### src/drfc_pkg.sv
// Shared types and constants for the delayed reinsertion FIFO cache.
`default_nettype none
package drfc_pkg;

  localparam int KEY_W      = 32;
  localparam int TIME_W     = 32;
  localparam int REINS_W    = 10;
  localparam int CFG_IDX_W  = 2;
  localparam int CFG_DATA_W = 32;
  localparam int CBITS_W    = 3;
  localparam int CAPREG_W   = 7;

  localparam logic [CFG_IDX_W-1:0] REG_COUNTER_BITS    = 2'd0;
  localparam logic [CFG_IDX_W-1:0] REG_REUSE_DELAY     = 2'd1;
  localparam logic [CFG_IDX_W-1:0] REG_CAPACITY_IN_USE = 2'd2;

  localparam logic KIND_ACCESS = 1'b0;
  localparam logic KIND_REMOVE = 1'b1;

  localparam logic [REINS_W-1:0] REINS_MAX = '1;

  typedef struct packed {
    logic              kind;
    logic [KEY_W-1:0]  key;
  } in_item_t;

  typedef struct packed {
    logic               hit;
    logic               evicted_valid;
    logic [KEY_W-1:0]   evicted_key;
    logic [REINS_W-1:0] reinsertions;
  } out_item_t;

  typedef enum logic [2:0] {
    OP_HOLD,
    OP_BUMP,
    OP_CLOSE,
    OP_ROTATE,
    OP_EVICT,
    OP_INSERT
  } cell_op_t;

  typedef struct packed {
    cell_op_t          op;
    logic [KEY_W-1:0]  key;
    logic [TIME_W-1:0] now;
    logic [TIME_W-1:0] delay;
  } cell_ctrl_t;

  typedef enum logic {
    ST_IDLE,
    ST_RESOLVE
  } state_t;

endpackage
`default_nettype wire

### src/drfc_cell.sv
// One queue slot: key, reuse counter and last-reuse time, shifting toward the tail.
`default_nettype none
module drfc_cell #(
  parameter int CNT_W = 4
) (
  input  wire logic                        clk,
  input  wire drfc_pkg::cell_ctrl_t        ctrl,
  input  wire logic [CNT_W-1:0]            max_count,
  input  wire logic                        sel,
  input  wire logic                        match,
  input  wire logic                        above,
  input  wire logic [drfc_pkg::KEY_W-1:0]  nbr_key,
  input  wire logic [CNT_W-1:0]            nbr_cnt,
  input  wire logic [drfc_pkg::TIME_W-1:0] nbr_time,
  input  wire logic [drfc_pkg::KEY_W-1:0]  tail_key,
  input  wire logic [CNT_W-1:0]            tail_cnt,
  input  wire logic [drfc_pkg::TIME_W-1:0] tail_time,
  output logic      [drfc_pkg::KEY_W-1:0]  key,
  output logic      [CNT_W-1:0]            cnt,
  output logic      [drfc_pkg::TIME_W-1:0] rtime
);
  import drfc_pkg::*;

  logic [KEY_W-1:0]  key_next;
  logic [CNT_W-1:0]  cnt_next;
  logic [TIME_W-1:0] rtime_next;
  logic [TIME_W-1:0] passed;

  assign passed = ctrl.now - rtime;

  always_comb begin
    key_next   = key;
    cnt_next   = cnt;
    rtime_next = rtime;
    case (ctrl.op)
      OP_BUMP: begin
        if (match && (cnt < max_count) && (passed > ctrl.delay)) begin
          cnt_next   = cnt + CNT_W'(1);
          rtime_next = ctrl.now;
        end
      end
      OP_CLOSE: begin
        if (above) begin
          key_next   = nbr_key;
          cnt_next   = nbr_cnt;
          rtime_next = nbr_time;
        end
      end
      OP_ROTATE: begin
        // the head slot takes the old tail, one count spent
        if (sel) begin
          key_next   = tail_key;
          cnt_next   = tail_cnt - CNT_W'(1);
          rtime_next = tail_time;
        end else begin
          key_next   = nbr_key;
          cnt_next   = nbr_cnt;
          rtime_next = nbr_time;
        end
      end
      OP_EVICT: begin
        key_next   = nbr_key;
        cnt_next   = nbr_cnt;
        rtime_next = nbr_time;
      end
      OP_INSERT: begin
        if (sel) begin
          key_next   = ctrl.key;
          cnt_next   = '0;
          rtime_next = ctrl.now;
        end
      end
      default: begin
      end
    endcase
  end

  always_ff @(posedge clk) begin
    key   <= key_next;
    cnt   <= cnt_next;
    rtime <= rtime_next;
  end

endmodule
`default_nettype wire

### config.mk
export PLATFORM = sky130hd
export DESIGN_NAME = drfc_cell
export DESIGN_NICKNAME = d
export VERILOG_FILES = /design/src/drfc_pkg.sv /design/src/drfc_cell.sv
export SDC_FILE = /design/constraint.sdc
export NUM_CORES = 1
export LEC_CHECK = 0
export BUFFER_PORTS_ARGS = -buffer_cell sky130_fd_sc_hd__buf_2
export CORE_ASPECT_RATIO = 1.2
export CORE_MARGIN = 4
export CORE_UTILIZATION = 40
export DETAILED_ROUTE_END_ITERATION = 8
export GPL_TIMING_DRIVEN = 1
export PLACE_DENSITY_LB_ADDON = 0.2
export REMOVE_ABC_BUFFERS = 1
export SYNTH_ARGS = -nofsm -noshare
export SYNTH_HDL_FRONTEND = slang
export SYNTH_SLANG_ARGS = --single-unit
export TNS_END_PERCENT = 1
### constraint.sdc
create_clock -name clk -period 4.8 [get_ports clk]
set_input_delay 0.24 -clock clk [delete_from_list [all_inputs] [get_ports clk]]
set_output_delay 0.24 -clock clk [all_outputs]
set_load 0.02 [all_outputs]
== After elaboration in Yosys (flattened, before gate mapping) ==
Cells that the tools add are included.
Storage, ports and cells
  logic and storage cells: 36
  register bits after elaboration: 68
Cells by class
  reductions and logical operators: 6
  $add $sub $neg: 3
  $lt $le $gt $ge: 2
  eq/ne operators: 8
  muxes and demuxes: 14
Operators with widths (count)
  32-bit 2-to-1 mux: 7
  32-bit case mux with 5 select lines: 1
  32-bit case mux with 4 select lines: 1
  32-bit > comparator: 1
  32-bit subtractor: 1
  4-bit case mux with 5 select lines: 1
  4-bit 2-to-1 mux: 4
  3-bit by 2-bit equality test with 1-bit output, second input constant: 2
  3-bit equality test, second input constant: 2
  2-bit != test, second input constant: 3
  5-bit nonzero test: 1
  4-bit by 1-bit adder with 4-bit output, second input constant: 1
  4-bit < comparator: 1
  4-bit AND reduction: 1
  4-bit nonzero test: 1
  4-bit by 1-bit subtractor with 4-bit output, second input constant: 1
  3-bit by 1-bit equality test with 1-bit output, second input constant: 1
  3-bit AND reduction: 1
  1-bit logical AND: 2

== Depth between registers and ports, before layout ==
  word-level depth: 5
  depth in mapped cells: 19
  mapped depth without buffers: 19

== Worst setup path before layout ==
OpenSTA, ideal clock, no wires.
  kind: reg-to-reg
  start point: register rtime[1] (netlist bit)
  end point: register cnt[0], enable pin
  buffers on the path: 0
  period minus slack after synthesis: 4.616 ns
  data required time: 4.400 ns
  path slack: 0.184 ns
  cell stages (with the launch flop): 16
  data arrival time: 4.216 ns
  cell sequence: edfxtp_1 inv_1 ha_1 nor2b_1 o2111ai_1 a311oi_4 nor2_2 o31ai_2 a221oi_2 xnor2_1 ha_1 nand4_1 or2_2 nor3_1 o21a_1 o41a_1
On the way
  word-level cells in the longest chain between the ends: 5
Ends and longest elaborated chain
  from (decl): line drfc_cell.sv:20  | output logic [drfc_pkg::TIME_W-1:0] rtime
  from (signal assigned): line drfc_cell.sv:81  | rtime <= rtime_next;
  32-bit subtractor: line drfc_cell.sv:29  | assign passed = ctrl.now - rtime;
  32-bit > comparator: line drfc_cell.sv:37  | if (match && (cnt < max_count) && (passed > ctrl.delay)) begin
  1-bit logical AND: line drfc_cell.sv:37
  2-bit != test (no source line)
  4-bit AND reduction (no source line)
  to (signal assigned): line drfc_cell.sv:80  | cnt <= cnt_next;
  to (decl): line drfc_cell.sv:19  | output logic [CNT_W-1:0] cnt,
No other way between the ends.
A chain may end at the register's enable or synchronous reset.

== Final worst setup path ==
  start point: register rtime[12] (netlist bit)
  end point: register rtime[28] (netlist bit), enable pin
On the way
  word-level cells in the longest chain between the ends: 5
Ends and longest elaborated chain (line)
  32-bit subtractor: drfc_cell.sv:29
  32-bit > comparator: drfc_cell.sv:37
  1-bit logical AND: drfc_cell.sv:37
  2-bit != test (no source line)
  4-bit AND reduction (no source line)
No other way between the ends.

==> run_results.csv <==
group,metric,value,unit
outcome,outcome,"complete, no violations",
sta,fmax,0.228,GHz
setup_path,r2r_cells,18,
layout,fillCellCount,1484,
min_path,holdPathStages,3,
setup_path,cp_cell_sequence,"inv_1 > ha_1 > nand4_1 > or2_1 > a311oi_4 > nor2_2 > o31ai_2 > a221oi_2 > xnor2_1 > ha_1 > nand4_1 > or2_2 > nor3_1 > a31oi_1 > a21oi_1 > o22ai_1 > o41a_2 > buf_6",
sta,period_needed,4.38,ns
power_and_ir_drop,pwr-share-comb,0.417,
layout,final_common_cell,"buf_2",
layout,nNetsFinal,1271,
power_and_ir_drop,p_leak,0.00427,uW
place,io_buffers,310,
route,drc_errors,0,
cts,cts_tree,"yes",
synth,seq_area_frac_synth,0.336,
cts,clk_pin_slew_worst_paths,0.06,ns
floorplan,die_h,143,um
global_routing,grt_pass1_vias,6248,
cts,clk_latency,0.34,ns
setup_path,worst_ep_required_time,4.86,ns
synth,ys_ff_latch,68,
synth,synthFlopType,"edfxtp_1",
route,vias_per_cell,5.41,
setup_path,cp-end-kind,"flop",
synth,synthDistinctLibCells,61,
sta,hold_violations,0,
cts,cts-resized-gates,0,
layout,drive_above_1_share,0.365,
global_routing,grt_pass1_wl,31.6,mm
route,drt_iter0_drc,528,
cts,cts_setup_buffers,0,
cts,clock-root-buffer,"clkbuf_16",
min_path,min_from,"ctrl[79]",
power_and_ir_drop,clock_power_share,0.283,
power_and_ir_drop,switching_share,0.358,
setup_path,r2r_end,"rtime[28]$_DFFE_PP_",
synth,synth_top_area_cell,"edfxtp_1",
floorplan,start_util,0.406,
setup_path,crit_path_start_kind,"flop",
global_routing,overflow,0,
setup_path,critical_path_arrival,4.45,ns
synth,synth-edff-count,68,
cts,cts.sinks,68,
global_routing,grt_max_degree,39,
min_path,hold_end,"key[15]$_DFFE_PP_",
sta,slew_violations,0,
synth,synth_top_area_frac,0.336,
setup_path,critPathMaxFanout,36,
setup_path,slowest_delay,0.42,ns
cts,htreeDepth,3,
synth,postSynthAreaPerCell,9.21,um2
setup_path,critPathSlowestCell,"ha_1",
global_routing,antenna_found_initial,5,
route,via_count,6330,
layout,layout_common_cells,"buf_2 (310), inv_1 (141), ha_1 (68), edfxtp_1 (68), a222oi_1 (64)",
layout,final_util,0.547,
floorplan,row_count,49,
place,dp_slack,0.253,ns
sta,fin_ws,0.418,ns
setup_path,path_class,"flop to flop",
floorplan,core,0.0150,mm2
synth,async_flop_share,0,
sta,setup_viol_count_final,0,
setup_path,r2r_setup_slack,0.42,ns
layout,area_growth,34.8,%
job,cap_viol_max_count,0,
power_and_ir_drop,power_density,318,mW/mm2
cts,clockBufferDepth,2,
sta,fin_worst_skew,0.00700,ns
power_and_ir_drop,ir_drop,0.190,mV
power_and_ir_drop,internal_power,1670,uW
cts,cts_buffers,9,
sta,rsz0062_at_grt,"no",
power_and_ir_drop,switchingPower,932,uW
power_and_ir_drop,p_seq_frac,0.300,
sta,fin_setup_tns,0,ns
floorplan,io-pin-count,311,
place,place_congestion,0.893,
sta,period_share,0.913,
floorplan,die_w,120,um
sta,worstMarginPinSlew,0.982,ns
route,routed_wl,20.9,mm
route,drtPass1Iterations,9,
synth,ys_warn_count,0,
place,place_hpwl,17.0,mm
route,routedWlPerCell,17.9,um
setup_path,crit_start,"rtime[12]$_DFFE_PP_",
setup_path,r2r-start,"rtime[12]$_DFFE_PP_",
cts,holdBufCountCts,0,
sta,slew-limit-headroom,0.344,
floorplan,dieArea,0.0172,mm2
synth,ys_top_cells_by_area,"edfxtp_1 (34%), ha_1 (14%), a222oi_1 (11%), inv_1 (8.7%), a21o_1 (2.8%)",
synth,syn-cell-area,0.00607,mm2
synth,syn_inst,659,
route,ant_nets,0,
global_routing,grt.total_usage,0.237,
min_path,hold_path.class,"primary input to flop",
## synthesized netlist by cell type (all sizes together), types with 8 or more instances
cell type,count
ha,68
nand4,13
inv,141
xnor2,19
nand2,25
xor2,10
a221oi,8
nand3,9
clkbuf,24
edfxtp,68
o21a,11
o21ai,27
a21o,23
a21oi,34
a222oi,64
nor2b,10
nor2,29
## worst max-delay path: cells and delay by family, from the launching register on
| family | cells | cell delay, ns |
|---|---|---|
| AOI/OAI and AO/OA | 7 | 1.32 |
| and+or+nand+nor | 6 | 1.29 |
| adders and majority gates | 2 | 0.73 |
| DFF | 1 | 0.35 |
| buffers and inverters | 2 | 0.29 |
| xor gates and xnor gates | 1 | 0.14 |
## cells by family after synthesis
kind of cell,after synthesis,share of synthesized area
compound gates,212,0.278
xor+xnor,29,0.0418
mux,3,0.00495
simple gates,109,0.0901
fa+ha+maj,69,0.143
buf+inv,169,0.106
flops,68,0.336
## sequential cells by signal (all words and copies together) (netlist names)
register  count
key          32
cnt           4
rtime        32
## how the worst max path moves through the flow
| stage | to | cells past startpoint | slack (ns) |
|---|---|---|---|
| 2_1_floorplan | cnt[0]$_DFFE_PP_ | 15 | 0.18 |
| 3_3_place_gp | rtime[9]$_DFFE_PP_ | 19 | 0.39 |
| 3_5_place_dp | rtime[20]$_DFFE_PP_ | 21 | 0.25 |
| 4_1_cts | rtime[23]$_DFFE_PP_ | 19 | 0.20 |
| 5_1_grt | rtime[28]$_DFFE_PP_ | 18 | 0.08 |
| 6_report | rtime[28]$_DFFE_PP_ | 18 | 0.42 |
## power by group through the flow
stage | Clock [uW] | Sequential, uW | Combinational (uW)
after floorplan | 0 | 889 | 621
after global placement | 0 | 790 | 1070
after detailed placement | 0 | 794 | 1070
after CTS | 752 | 783 | 1080
after global routing | 778 | 790 | 1210
final | 735 | 781 | 1090
## through the flow
step                      hold slack [ns]  cells  total power (uW)  instance area (um2)
after floorplan                     0.430    631              1510                 5960
after global placement              0.517   1152              1860                 7830
after detailed placement            0.522   1152              1870                 7830
after CTS                           0.153   1168              2620                 8150
after global routing                0.170   1168              2780                 8180
final                               0.168   1169              2600                 8190
## layer usage
metal | wire, um | track usage | up-vias | share of wire
met4 | 374 | 0.0853 | 6 | 0.018
met3 | 2150 | 0.0832 | 30 | 0.10
met2 | 10700 | 0.432 | 308 | 0.51
li1 | - | - | 3092 | -
met5 | 33 | 0 | - | 0.0016
met1 | 7620 | 0.252 | 2894 | 0.36
## layout make-up
class | instances | area (um2) | area share
clock inverter | 5 | 85.1 | 0.0104
timing repair buffer | 317 | 1610 | 0.196
tap | 204 | 255 | 0.0312
sequential | 68 | 2040 | 0.249
inverter | 141 | 529 | 0.0646
multi-input combinational | 422 | 3430 | 0.419
clock buffer | 11 | 233 | 0.0284
antenna | 1 | 2.50 | 0.000306
No activity file was read; power rests on OpenSTA's default activity.
